--- src/rtl/kpc_pkg.sv ---
`timescale 1ns / 1ps
`default_nettype none
// ----------------------------------------------------------------------------
// Key press classifier package
// Widths, reset values, register indexes and event codes shared by the
// key press classifier.
// ----------------------------------------------------------------------------
package kpc_pkg;

    // Field widths of the scan word and the event word.
    localparam int LEVEL_BITS      = 4;
    localparam int NOW_WIDTH       = 32;
    localparam int EVENT_BITS      = 2;
    localparam int EVENTS_WIDTH    = 8;
    localparam int EVENT_SLOTS     = EVENTS_WIDTH / EVENT_BITS;
    localparam int IN_FIELD_BITS   = LEVEL_BITS + NOW_WIDTH;
    localparam int IN_TDATA_WIDTH  = ((IN_FIELD_BITS + 7) / 8) * 8;
    localparam int OUT_TDATA_WIDTH = EVENTS_WIDTH;

    // Configuration port.
    localparam int CFG_INDEX_WIDTH = 4;
    localparam int CFG_DATA_WIDTH  = 16;

    localparam logic [CFG_INDEX_WIDTH-1:0] REG_LONG_PRESS   = CFG_INDEX_WIDTH'(0);
    localparam logic [CFG_INDEX_WIDTH-1:0] REG_DOUBLE_CLICK = CFG_INDEX_WIDTH'(1);

    localparam logic [CFG_DATA_WIDTH-1:0] LONG_PRESS_RESET   = CFG_DATA_WIDTH'(1000);
    localparam logic [CFG_DATA_WIDTH-1:0] DOUBLE_CLICK_RESET = CFG_DATA_WIDTH'(300);

    // Default number of tracked keys.
    localparam int NUM_KEYS_DEFAULT = 4;

    // Per-key event codes.
    typedef enum logic [EVENT_BITS-1:0] {
        EV_NONE   = 2'd0,
        EV_SHORT  = 2'd1,
        EV_LONG   = 2'd2,
        EV_DOUBLE = 2'd3
    } event_code_t;

endpackage : kpc_pkg
`default_nettype wire

--- src/rtl/key_press_classifier.sv ---
`timescale 1ns / 1ps
`default_nettype none
// Path: a scan word passes through the input register, then the event register.
// Throughput: one scan word per cycle while the event stream is not stalled; the
// per-key state is read and rewritten between the input register and the event register.
// Reset: asynchronous, active low; all keys idle and released, limits at
// 1000 ms and 300 ms. No clearing pass; the block is ready right after reset.
// ----------------------------------------------------------------------------
// Key press classifier
// Classifies presses of active-low keys as short, long or double click from
// a stream of scan words carrying key levels and a millisecond time stamp.
// ----------------------------------------------------------------------------
module key_press_classifier
#(
    parameter int NUM_KEYS = kpc_pkg::NUM_KEYS_DEFAULT
)
(
    input  wire logic                                 clk,
    input  wire logic                                 rst_n,

    // Scan words: [3:0] key_levels, [35:4] now_ms, [39:36] zero.
    input  wire logic                                 s_axis_tvalid,
    output logic                                      s_axis_tready,
    input  wire logic [kpc_pkg::IN_TDATA_WIDTH-1:0]   s_axis_tdata,

    // Event words: [7:0] key_events.
    output logic                                      m_axis_tvalid,
    input  wire logic                                 m_axis_tready,
    output logic [kpc_pkg::OUT_TDATA_WIDTH-1:0]       m_axis_tdata,

    // Configuration writes.
    input  wire logic                                 cfg_valid,
    output logic                                      cfg_ready,
    input  wire logic [kpc_pkg::CFG_INDEX_WIDTH-1:0]  cfg_index,
    input  wire logic [kpc_pkg::CFG_DATA_WIDTH-1:0]   cfg_data
);

    import kpc_pkg::*;

    localparam int REPORTED_KEYS = (NUM_KEYS < EVENT_SLOTS) ? NUM_KEYS : EVENT_SLOTS;

    // Configuration registers.
    logic [CFG_DATA_WIDTH-1:0] long_press_reg;
    logic [CFG_DATA_WIDTH-1:0] double_click_reg;

    // Input register.
    logic                  in_valid_reg;
    logic [LEVEL_BITS-1:0] in_levels_reg;
    logic [NOW_WIDTH-1:0]  in_now_reg;

    // Per-key state.
    logic [NUM_KEYS-1:0]   armed_reg;
    logic [NUM_KEYS-1:0]   prev_level_reg;
    logic [NOW_WIDTH-1:0]  press_time_reg [NUM_KEYS];

    // Event register.
    logic                    out_valid_reg;
    logic [EVENTS_WIDTH-1:0] out_events_reg;

    // Next values.
    logic [NUM_KEYS-1:0]     armed_next;
    logic [NUM_KEYS-1:0]     level_vec;
    logic [NUM_KEYS-1:0]     capture_vec;
    logic [NUM_KEYS-1:0]     fire_vec;
    event_code_t             ev_vec [NUM_KEYS];
    logic [EVENTS_WIDTH-1:0] events_next;

    logic s_accept;
    logic out_ready;
    logic advance;

    // Handshake: the input register moves into the event register whenever
    // that register is empty or being drained.
    assign s_accept      = s_axis_tvalid && s_axis_tready;
    assign out_ready     = !out_valid_reg || m_axis_tready;
    assign advance       = in_valid_reg && out_ready;
    assign s_axis_tready = !in_valid_reg || out_ready;
    assign m_axis_tvalid = out_valid_reg;
    assign m_axis_tdata  = out_events_reg;
    assign cfg_ready     = 1'b1;

    // Configuration register writes.
    always_ff @(posedge clk or negedge rst_n)
    begin
        if (!rst_n)
        begin
            long_press_reg   <= LONG_PRESS_RESET;
            double_click_reg <= DOUBLE_CLICK_RESET;
        end
        else if (cfg_valid && cfg_ready)
        begin
            unique case (cfg_index)
                REG_LONG_PRESS:   long_press_reg   <= cfg_data;
                REG_DOUBLE_CLICK: double_click_reg <= cfg_data;
                default:
                begin
                end
            endcase
        end
    end

    // Input register valid.
    always_ff @(posedge clk or negedge rst_n)
    begin
        if (!rst_n)
        begin
            in_valid_reg <= 1'b0;
        end
        else if (s_accept)
        begin
            in_valid_reg <= 1'b1;
        end
        else if (advance)
        begin
            in_valid_reg <= 1'b0;
        end
    end

    // Input register payload.
    always_ff @(posedge clk)
    begin
        if (s_accept)
        begin
            in_levels_reg <= s_axis_tdata[LEVEL_BITS-1:0];
            in_now_reg    <= s_axis_tdata[LEVEL_BITS +: NOW_WIDTH];
        end
    end

    // Per-key classification.
    for (genvar k = 0; k < NUM_KEYS; k++)
    begin : g_key
        logic                 level;
        logic                 steady;
        logic                 falling;
        logic [NOW_WIDTH-1:0] elapsed;
        logic                 over_long;
        logic                 under_long;
        logic                 over_double;
        logic                 under_double;
        logic                 key_armed;
        logic                 key_capture;
        event_code_t          key_ev;

        // Keys without a level bit read as pressed.
        if (k < LEVEL_BITS)
        begin : g_level
            assign level = in_levels_reg[k];
        end
        else
        begin : g_pressed
            assign level = 1'b0;
        end

        assign steady       = level && prev_level_reg[k];
        assign falling      = !level && prev_level_reg[k];
        assign elapsed      = in_now_reg - press_time_reg[k];
        assign over_long    = elapsed > NOW_WIDTH'(long_press_reg);
        assign under_long   = elapsed < NOW_WIDTH'(long_press_reg);
        assign over_double  = elapsed > NOW_WIDTH'(double_click_reg);
        assign under_double = elapsed < NOW_WIDTH'(double_click_reg);

        always_comb
        begin
            key_ev      = EV_NONE;
            key_armed   = armed_reg[k];
            key_capture = 1'b0;
            if (!armed_reg[k])
            begin
                if (falling)
                begin
                    key_armed   = 1'b1;
                    key_capture = 1'b1;
                end
            end
            else if (steady && over_long)
            begin
                key_ev    = EV_LONG;
                key_armed = 1'b0;
            end
            else if (falling && under_double)
            begin
                key_ev    = EV_DOUBLE;
                key_armed = 1'b0;
            end
            else if (steady && over_double && under_long)
            begin
                key_ev    = EV_SHORT;
                key_armed = 1'b0;
            end
        end

        assign level_vec[k]   = level;
        assign armed_next[k]  = key_armed;
        assign capture_vec[k] = key_capture;
        assign fire_vec[k]    = (key_ev != EV_NONE);
        assign ev_vec[k]      = key_ev;
    end

    // Pack the codes of the keys that have a slot in the event word.
    always_comb
    begin
        events_next = '0;
        for (int k = 0; k < REPORTED_KEYS; k++)
        begin
            events_next[EVENT_BITS*k +: EVENT_BITS] = ev_vec[k];
        end
    end

    // Per-key control state.
    always_ff @(posedge clk or negedge rst_n)
    begin
        if (!rst_n)
        begin
            armed_reg      <= '0;
            prev_level_reg <= '1;
        end
        else if (advance)
        begin
            armed_reg      <= armed_next;
            prev_level_reg <= level_vec;
        end
    end

    // Press time stamps, only read while the key is armed.
    always_ff @(posedge clk)
    begin
        for (int k = 0; k < NUM_KEYS; k++)
        begin
            if (advance && capture_vec[k])
            begin
                press_time_reg[k] <= in_now_reg;
            end
        end
    end

    // Event register valid.
    always_ff @(posedge clk or negedge rst_n)
    begin
        if (!rst_n)
        begin
            out_valid_reg <= 1'b0;
        end
        else if (out_ready)
        begin
            out_valid_reg <= in_valid_reg;
        end
    end

    // Event register payload.
    always_ff @(posedge clk)
    begin
        if (advance)
        begin
            out_events_reg <= events_next;
        end
    end

`ifndef NO_ASSERTIONS
    // A key that raises an event is idle afterwards.
    a_fire_disarms: assert property (@(posedge clk) disable iff (!rst_n)
        advance |=> ((armed_reg & $past(fire_vec)) == '0))
        else $error("key still armed after raising an event");

    // Only an armed key raises an event.
    a_fire_needs_armed: assert property (@(posedge clk) disable iff (!rst_n)
        advance |-> ((fire_vec & ~armed_reg) == '0))
        else $error("event raised by an idle key");

    // A waiting scan word is neither lost nor overwritten.
    a_in_hold: assert property (@(posedge clk) disable iff (!rst_n)
        (in_valid_reg && !advance) |=> (in_valid_reg && $stable(in_now_reg)
                                        && $stable(in_levels_reg)))
        else $error("pending scan word changed before it was processed");

    // An event word appears only when a scan word moved forward.
    a_out_source: assert property (@(posedge clk) disable iff (!rst_n)
        $rose(out_valid_reg) |-> $past(advance))
        else $error("event word without a processed scan word");
`endif

endmodule : key_press_classifier
`default_nettype wire

--- config.mk ---
export PLATFORM = sky130hd
export DESIGN_NAME = key_press_classifier
export DESIGN_NICKNAME = d
export VERILOG_FILES = /design/src/rtl/kpc_pkg.sv /design/src/rtl/key_press_classifier.sv
export SDC_FILE = /design/constraint.sdc
export NUM_CORES = 1
export LEC_CHECK = 0
export BUFFER_PORTS_ARGS = -buffer_cell sky130_fd_sc_hd__buf_2
export CAP_MARGIN = 0
export CORE_UTILIZATION = 50
export CTS_CLUSTER_DIAMETER = 40
export CTS_CLUSTER_SIZE = 12
export DETAILED_ROUTE_END_ITERATION = 16
export PLACE_DENSITY = 0.67
export SYNTH_ARGS = -nofsm -noshare
export SYNTH_HDL_FRONTEND = slang
export SYNTH_SLANG_ARGS = --single-unit
export TNS_END_PERCENT = 100
--- constraint.sdc ---
create_clock -name clk -period 4.5 [get_ports clk]
set_input_delay 0.9 -clock clk [delete_from_list [all_inputs] [get_ports clk]]
set_output_delay 0.9 -clock clk [all_outputs]
set_load 0.02 [all_outputs]
==> parameters.txt, run 1 <==
Parameter                              Value

Floorplanning
  Cell Rows ... 68
  Die Y ... 190.7 um
  Effective utilization at floorplan ... 51.17%
  Die area ... 36370 um^2
  IO Count ... 76
  Die extent in x ... 190.7 um
  Placeable core region ... 34800 um^2

Timing
  Count of endpoints failing hold in the final timing report ... 0
  Final period util ... 96.65%
  Final setup violation count ... 0
  Final critical path time including I/O delays and setup ... 4349 ps
  Final sum of negative setup slack ... 0 ps
  Worst setup slack after layout ... 150.8 ps
  Max-slew violation total from the final report ... 0
  Worst clock skew ... 15.44 ps
  Transition at the pin with the smallest max-transition slack ... 1045 ps
  Worst relative slew slack ... 30.31%
  Achievable frequency ... 229.9 MHz

Logic synthesis
  Synthesized Nets ... 2232
  Async S/R FF share, synth ... 19.63%
  Yosys warns ... 0
  Number of register bits inferred by synthesis ... 214
  Syn Inst Count ... 1911
  Cell area after technology mapping ... 17810 um^2
  Area share of the largest cell type after synthesis ... 29.01%
  Top post-synthesis cells by area ... sky130_fd_sc_hd__edfxtp_1 29%, sky130_fd_sc_hd__ha_1 18%, sky130_fd_sc_hd__a21oi_1 4.3%, sky130_fd_sc_hd__inv_1 4.0%, sky130_fd_sc_hd__dfrtp_1 3.9%
  Syn_area_per_cell ... 9.318 um^2
  Distinct cell type count after synthesis ... 92
  Share of the yosys chip area belonging to registers ... 35.01%
  Leading area contributor after synthesis ... sky130_fd_sc_hd__edfxtp_1
  EDFF count, synth ... 172
  Primary flip-flop cell chosen by synthesis mapping ... sky130_fd_sc_hd__edfxtp_1

Flow run
  Max-cap violation count ... 0

Power
  Leakage ... 8.961 nW
  Maximum VDD drop ... 0.3057 mV
  Power per cell area ... 396.9 nW/um^2
  Design Power ... 8.107 mW

Critical path
  Arr. time, crit path ... 4690 ps
  Kind of capture point of the worst setup path ... flip-flop
  Crit path kind ... flip-flop to flip-flop
  Required @ worst endpoint ... 4850 ps
  Launching element type of the critical path ... flip-flop
  Highest net fanout along the worst path ... 6

Placed design
  Port buffer count ... 70
  Post-DP HPWL ... 38390 um
  Setup WS pre-CTS ... 9.406 ps
  RD Place Congestion ... 0.9735

Cells and area
  Fraction of layout instances using a drive strength above 1 ... 14.36%
  Number of flip-flops in the largest register ... 128
  Area growth syn-to-layout ... 14.72%
  Antenna fix cells ... 0
  End-of-flow core utilization ... 58.70%
  Number of nets in the layout ... 2359

Clocking
  Largest buffer count on any clock path ... 3
  Total clock buffers created by CTS ... 39
  Post-CTS Hold Fix Bufs ... 0
  Insertion delay to the later sink of the worst-skew pair ... 550 ps
  TritonCTS sink count ... 214
  CTS tree ... done
  H-tree depth ... 2
  Worst-path clk slew ... 50 ps
  Clock root buffer ... sky130_fd_sc_hd__clkbuf_16

Global route
  Global-route wire length before repair ... 74840 um
  Largest net degree at the start of global routing ... 43
  Total Routing Usage GR ... 26.57%
  GRT overflow ... 0
  Via count of the first global-routing pass ... 14460
  Antenna violations before repair ... 0

Drt
  Detailed router's first-iteration violation count ... 881
  Number of search-and-repair iterations in the first detailed-routing pass ... 5
  Wire length reported by the detailed router ... 48300 um
  Count of nets left with antenna violations after detail routing ... 0
  Via total after detailed routing ... 15130
  Average wire per standard cell ... 19.14 um
  Vias per Instance ... 5.997
  DRC ... 0

Outcome
  Result of the run ... finished clean

Hold path
  Hold Crit Class ... flip-flop to flip-flop
cells in the final DEF (no fill, tap or decap), drive strengths merged, types with 6 or more instances in the layout:
cell type | netlist | routed
ha | 252 | 252
nor3b | 7 | 7
and2 | 10 | 10
a21o | 74 | 74
a221oi | 8 | 8
o21bai | 15 | 15
o2111ai | 10 | 10
a21oi | 154 | 154
nor4 | 14 | 14
nor3 | 36 | 36
o21a | 35 | 35
edfxtp | 172 | 172
nand2b | 29 | 29
a2111oi | 7 | 7
nor2b | 27 | 27
o31a | 14 | 14
clkbuf | 39 | 42
dfstp | 14 | 14
nand2 | 144 | 144
inv | 189 | 198
xor2 | 30 | 30
dfrtp | 28 | 28
a211oi | 16 | 16
mux2 | 24 | 24
a21boi | 9 | 9
nor2 | 129 | 129
xnor2 | 50 | 50
mux2i | 14 | 14
nand3 | 35 | 35
nand4 | 64 | 64
buf | 13 | 138
o22ai | 6 | 6
o21ai | 110 | 110
clkinv | 0 | 14
a31oi | 15 | 15
o31ai | 12 | 12
o211ai | 19 | 19
stage by stage:
step | hold slack, ps | cells | instance area [um^2]
6_report | 493.5 | 2523 | 20430
5_1_grt | 506.1 | 2523 | 20430
4_1_cts | 493.6 | 2511 | 20230
3_5_place_dp | 478.4 | 2440 | 18920
3_3_place_gp | 466.2 | 2440 | 18920
2_1_floorplan | 449.0 | 1911 | 17810
kinds of logic after synthesis:
logic type / synth area share (%)
xor gates and xnor gates: 3.935
muxes: 2.305
DFF: 35.01
adders and majority gates: 18.16
other: 0.02106
buffers and inverters: 5.502
AOI/OAI and AO/OA: 20.48
and+or+nand+nor: 14.59
critical path: stages, from the launching register on:
cell and delay, ps:
sky130_fd_sc_hd__edfxtp_1 340, sky130_fd_sc_hd__inv_1 110, sky130_fd_sc_hd__ha_2 240, sky130_fd_sc_hd__fa_1 400
sky130_fd_sc_hd__nand2b_1 190, sky130_fd_sc_hd__a21oi_2 240, sky130_fd_sc_hd__o41ai_4 130, sky130_fd_sc_hd__or3_4 430
sky130_fd_sc_hd__a2111oi_4 410, sky130_fd_sc_hd__o22ai_1 130, sky130_fd_sc_hd__or4_1 540, sky130_fd_sc_hd__nor4_2 260
sky130_fd_sc_hd__nand4_1 170, sky130_fd_sc_hd__buf_4 210, sky130_fd_sc_hd__a2111oi_2 340
power breakdown:
part | internal [mW] | switching, mW | leakage (nW)
sequential | 2.36 | 0.119 | 2.07
clock | 1.85 | 1.07 | 0.643
combinational | 1.09 | 1.62 | 6.25
total | 5.30 | 2.80 | 8.96
cells in the mapped netlist, drive strengths merged (10+ instances only):
cell type  count
nand4         64
dfrtp         28
nor4          14
o21a          35
xnor2         50
nor2b         27
a21o          74
o31ai         12
ha           252
nand2        144
o2111ai       10
mux2          24
nor2         129
and2          10
o31a          14
inv          189
a31oi         15
mux2i         14
a21oi        154
nand3         35
dfstp         14
o21bai        15
a211oi        16
clkbuf        39
xor2          30
buf           13
nor3          36
nand2b        29
o211ai        19
edfxtp       172
o21ai        110
path summary, 6_finish.rpt:
path                       slack (ps)                              end                startpoint  cells past startpoint
setup reg to reg                  150    m_axis_tdata[4]$_SDFFCE_PP0P_   in_now_reg[0]$_DFFE_PP_                     14
min in group asynchronous         530  double_click_reg[0]$_DFFE_PN0P_                     rst_n                      1
hold reg to reg                   490        m_axis_tvalid$_DFFE_PN0P_  in_valid_reg$_DFFE_PN0P_                      1
setup / recovery                  150    m_axis_tdata[4]$_SDFFCE_PP0P_   in_now_reg[0]$_DFFE_PP_                     14
hold / removal                    490        m_axis_tvalid$_DFFE_PN0P_  in_valid_reg$_DFFE_PN0P_                      1
max in group asynchronous        3330         armed_reg[1]$_DFFE_PN0P_                     rst_n                      1
routing by layer:
metal  GRT usage, %  vias to the layer above  wire (um)
met3          4.177                       81       2677
li1               -                     7340          -
met2          41.97                      431      21390
met4          8.677                        0       1243
met5              0                        -          0
met1          37.01                     7278      22980
what timing repair did:
action / CTS / global route
pin swaps: 0 / 16
resized for setup: 1 / 32
buffers inserted: 0 / 12
cloned: 0 / 0
setup endpoints to repair: 1 / 12
area by class of cell:
type / count / area, um^2
clock inverter: 29 / 277.8
sequential: 214 / 6233
tap: 455 / 569.3
fill: 3021 / 14370
clock buffer: 42 / 1030
multi-input combinational: 1456 / 10740
inverter: 189 / 709.4
timing repair buffer: 138 / 873.3
Power figures use the tool's default switching activity.
==> inputs of run 2 (changes only) <==
--- a/config.mk
+++ b/config.mk
@@ -9,3 +9,3 @@
 export CAP_MARGIN = 0
-export CORE_UTILIZATION = 50
+export CORE_UTILIZATION = 25
 export CTS_CLUSTER_DIAMETER = 40
@@ -13,3 +13,3 @@
 export DETAILED_ROUTE_END_ITERATION = 16
-export PLACE_DENSITY = 0.67
+export SETUP_SLACK_MARGIN = 0.4
 export SYNTH_ARGS = -nofsm -noshare
==> constraint.sdc (replaced) <==
create_clock -name clk -period 4.5 [get_ports clk]
set_input_delay 0.225 -clock clk [delete_from_list [all_inputs] [get_ports clk]]
set_output_delay 0.225 -clock clk [all_outputs]
set_load 0.02 [all_outputs]
==> parameters.txt, run 2 (synthesized netlist as in run 1, its figures left out) <==
Parameter                              Value

Timing
  Final sum of negative setup slack ... 0 ps
  WHS ... 184.8 ps
  Final critical path time including I/O delays and setup ... 4009 ps
  Max-slew violation total from the final report ... 0
  Count of endpoints failing hold in the final timing report ... 0
  RSZ-0062 raised after global routing ... true
  Final period util ... 89.09%
  Achievable frequency ... 249.4 MHz
  Transition at the pin with the smallest max-transition slack ... 754.4 ps
  Final setup violation count ... 0
  Worst relative slew slack ... 49.58%
  Worst clock skew ... 13.35 ps

Critical path
  Flop2flop setup slack ... 490 ps
  Critical R2R Launch ... in_now_reg[0]$_DFFE_PP_
  Critical path endpoint ... m_axis_tdata[4]$_SDFFCE_PP0P_
  Kind of capture point of the worst setup path ... flip-flop
  Worst-path cell chain ... inv_4 > ha_4 > fa_2 > nand2b_4 > a21oi_4 > o41ai_4 > buf_4 > or3_4 > a2111oi_4 > o22ai_1 > or4_4 > nor4_2 > nand4_1 > buf_6 > a2111oi_2
  Required @ worst endpoint ... 4890 ps
  Delay contributed by the slowest stage of the critical path ... 420 ps
  Cell count of the worst reg-to-reg path ... 15
  Crit path max-delay cell type ... sky130_fd_sc_hd__or4_4
  Largest delay contributor family on the critical path ... simple AND/OR/NAND/NOR gates
  Arr. time, crit path ... 4400 ps
  Endpoint of the lowest-slack register-to-register path ... m_axis_tdata[4]$_SDFFCE_PP0P_
  Count of buffer and inverter cells on the critical path ... 3
  Start point of the critical path ... in_now_reg[0]$_DFFE_PP_
  Launching element type of the critical path ... flip-flop
  Crit path kind ... flip-flop to flip-flop
  Highest net fanout along the worst path ... 4
  Total number of cells along the worst setup path ... 15

Drt
  Vias per Instance ... 4.920
  Average wire per standard cell ... 16.49 um
  Count of nets left with antenna violations after detail routing ... 0
  DRC ... 0
  Number of search-and-repair iterations in the first detailed-routing pass ... 5
  Via total after detailed routing ... 15440
  Wire length reported by the detailed router ... 51740 um
  Detailed router's first-iteration violation count ... 977

Floorplanning
  IO Count ... 76
  Effective utilization at floorplan ... 25.34%
  Cell Rows ... 97
  Placeable core region ... 70270 um^2
  Die area ... 72300 um^2
  Die Y ... 268.9 um
  Die extent in x ... 268.9 um

Global route
  Via count of the first global-routing pass ... 14990
  Global-route wire length before repair ... 81150 um
  GRT overflow ... 0
  Total Routing Usage GR ... 14.34%
  Largest net degree at the start of global routing ... 43
  Antenna violations before repair ... 0

Hold path
  Hold Crit Class ... input port to flip-flop

Cells and area
  Antenna fix cells ... 0
  Number of nets in the layout ... 2478
  Finished Cell Area ... 22940 um^2
  Most frequent standard cell in the layout excluding fill and tap cells ... sky130_fd_sc_hd__ha_1
  Most frequent cells in the layout ... 234 x sky130_fd_sc_hd__ha_1, 187 x sky130_fd_sc_hd__inv_1, 172 x sky130_fd_sc_hd__edfxtp_1
  Number of flip-flops in the largest register ... 128
  Area growth syn-to-layout ... 28.80%
  End-of-flow core utilization ... 32.64%
  Fraction of layout instances using a drive strength above 1 ... 20.88%
  Cell Count, Final, Fillers Out ... 3138

Clocking
  CTS tree ... done
  Clock root buffer ... sky130_fd_sc_hd__clkbuf_16
  TritonCTS sink count ... 214
  Total clock buffers created by CTS ... 49
  H-tree depth ... 2
  Insertion delay to the later sink of the worst-skew pair ... 580 ps
  Worst-path clk slew ... 50 ps
  Largest buffer count on any clock path ... 3

Placed design
  RD Place Congestion ... 0.9177
  Standard cell area after detailed placement ... 19500 um^2
  Post-DP HPWL ... 39920 um
  Instance count after placement with tap cells included ... 2923
  Port buffer count ... 70

Flow run
  Max-cap violation count ... 0

Power
  Leakage ... 9.709 nW
  Maximum VDD drop ... 0.2699 mV
  Power per cell area ... 396.4 nW/um^2

Outcome
  Result of the run ... finished clean
## run 2: cell count changes in the layout (fill, tap and decap cells not counted), sizes merged
cell	change
clkbuf	+13
buf	+53
clkinv	+3
dlygate4sd3	+56
clkinvlp	+3
bufinv	+2
## run 2: final cells by class
type	count	area [um^2]
clock buffer	55	1290
clock inverter	37	411.6
fill	7182	47340
inverter	189	716.9
multi-input combinational	1456	11280
sequential	214	6233
tap	940	1176
timing repair buffer	247	1831
## run 2: worst min path at each step
stage / startpoint / to / slack (ps) / cells after the start
after global placement: rst_n / m_axis_tvalid$_DFFE_PN0P_ / 350 / 2
after CTS: cfg_index[3] / long_press_reg[9]$_DFFE_PN1P_ / 150 / 5
after floorplan: rst_n / armed_reg[0]$_DFFE_PN0P_ / -70 / 0
final: cfg_index[3] / long_press_reg[9]$_DFFE_PN1P_ / 180 / 5
after global routing: cfg_index[3] / long_press_reg[5]$_DFFE_PN1P_ / 200 / 5
after detailed placement: rst_n / in_valid_reg$_DFFE_PN0P_ / 350 / 2
## run 2: power breakdown
part	total, mW	switching, mW	internal (mW)
clock	3.65	1.26	2.38
combinational	2.98	1.71	1.27
sequential	2.47	0.105	2.36
total	9.09	3.08	6.01
## run 2: layer usage
metal	share of wire (%)	track usage (%)	vias to the layer above
met5	0	0	-
li1	-	-	7594
met1	47	19.35	7455
met2	46	23.24	313
met3	4.4	2.201	77
met4	2.6	4.822	0
## run 2: metrics by stage
stage / worst slack [ps] / total power [mW]
5_1_grt: 312.8 / 9.613
2_1_floorplan: 599.2 / 4.358
4_1_cts: 372.0 / 8.996
6_report: 491.0 / 9.093
3_3_place_gp: 83.35 / 5.111
3_5_place_dp: 64.71 / 5.128
## run 2: what timing repair did
action                                  4_1_cts  5_1_grt
endpoints found under the setup margin       12       12
cloned                                        0        0
pin swaps                                    68       84
endpoints found under the hold margin        98        0
buffers inserted                             38       29
gates resized for setup                      50       94
hold buffers                                 56        0
## run 2: worst register-to-register path, cell delays in order, from the launching register on
cell and delay [ps]:
sky130_fd_sc_hd__edfxtp_1 390, sky130_fd_sc_hd__inv_4 80, sky130_fd_sc_hd__ha_4 180, sky130_fd_sc_hd__fa_2 370, sky130_fd_sc_hd__nand2b_4 170, sky130_fd_sc_hd__a21oi_4 170
sky130_fd_sc_hd__o41ai_4 120, sky130_fd_sc_hd__buf_4 160, sky130_fd_sc_hd__or3_4 350, sky130_fd_sc_hd__a2111oi_4 360, sky130_fd_sc_hd__o22ai_1 140, sky130_fd_sc_hd__or4_4 420
sky130_fd_sc_hd__nor4_2 260, sky130_fd_sc_hd__nand4_1 170, sky130_fd_sc_hd__buf_6 170, sky130_fd_sc_hd__a2111oi_2 310
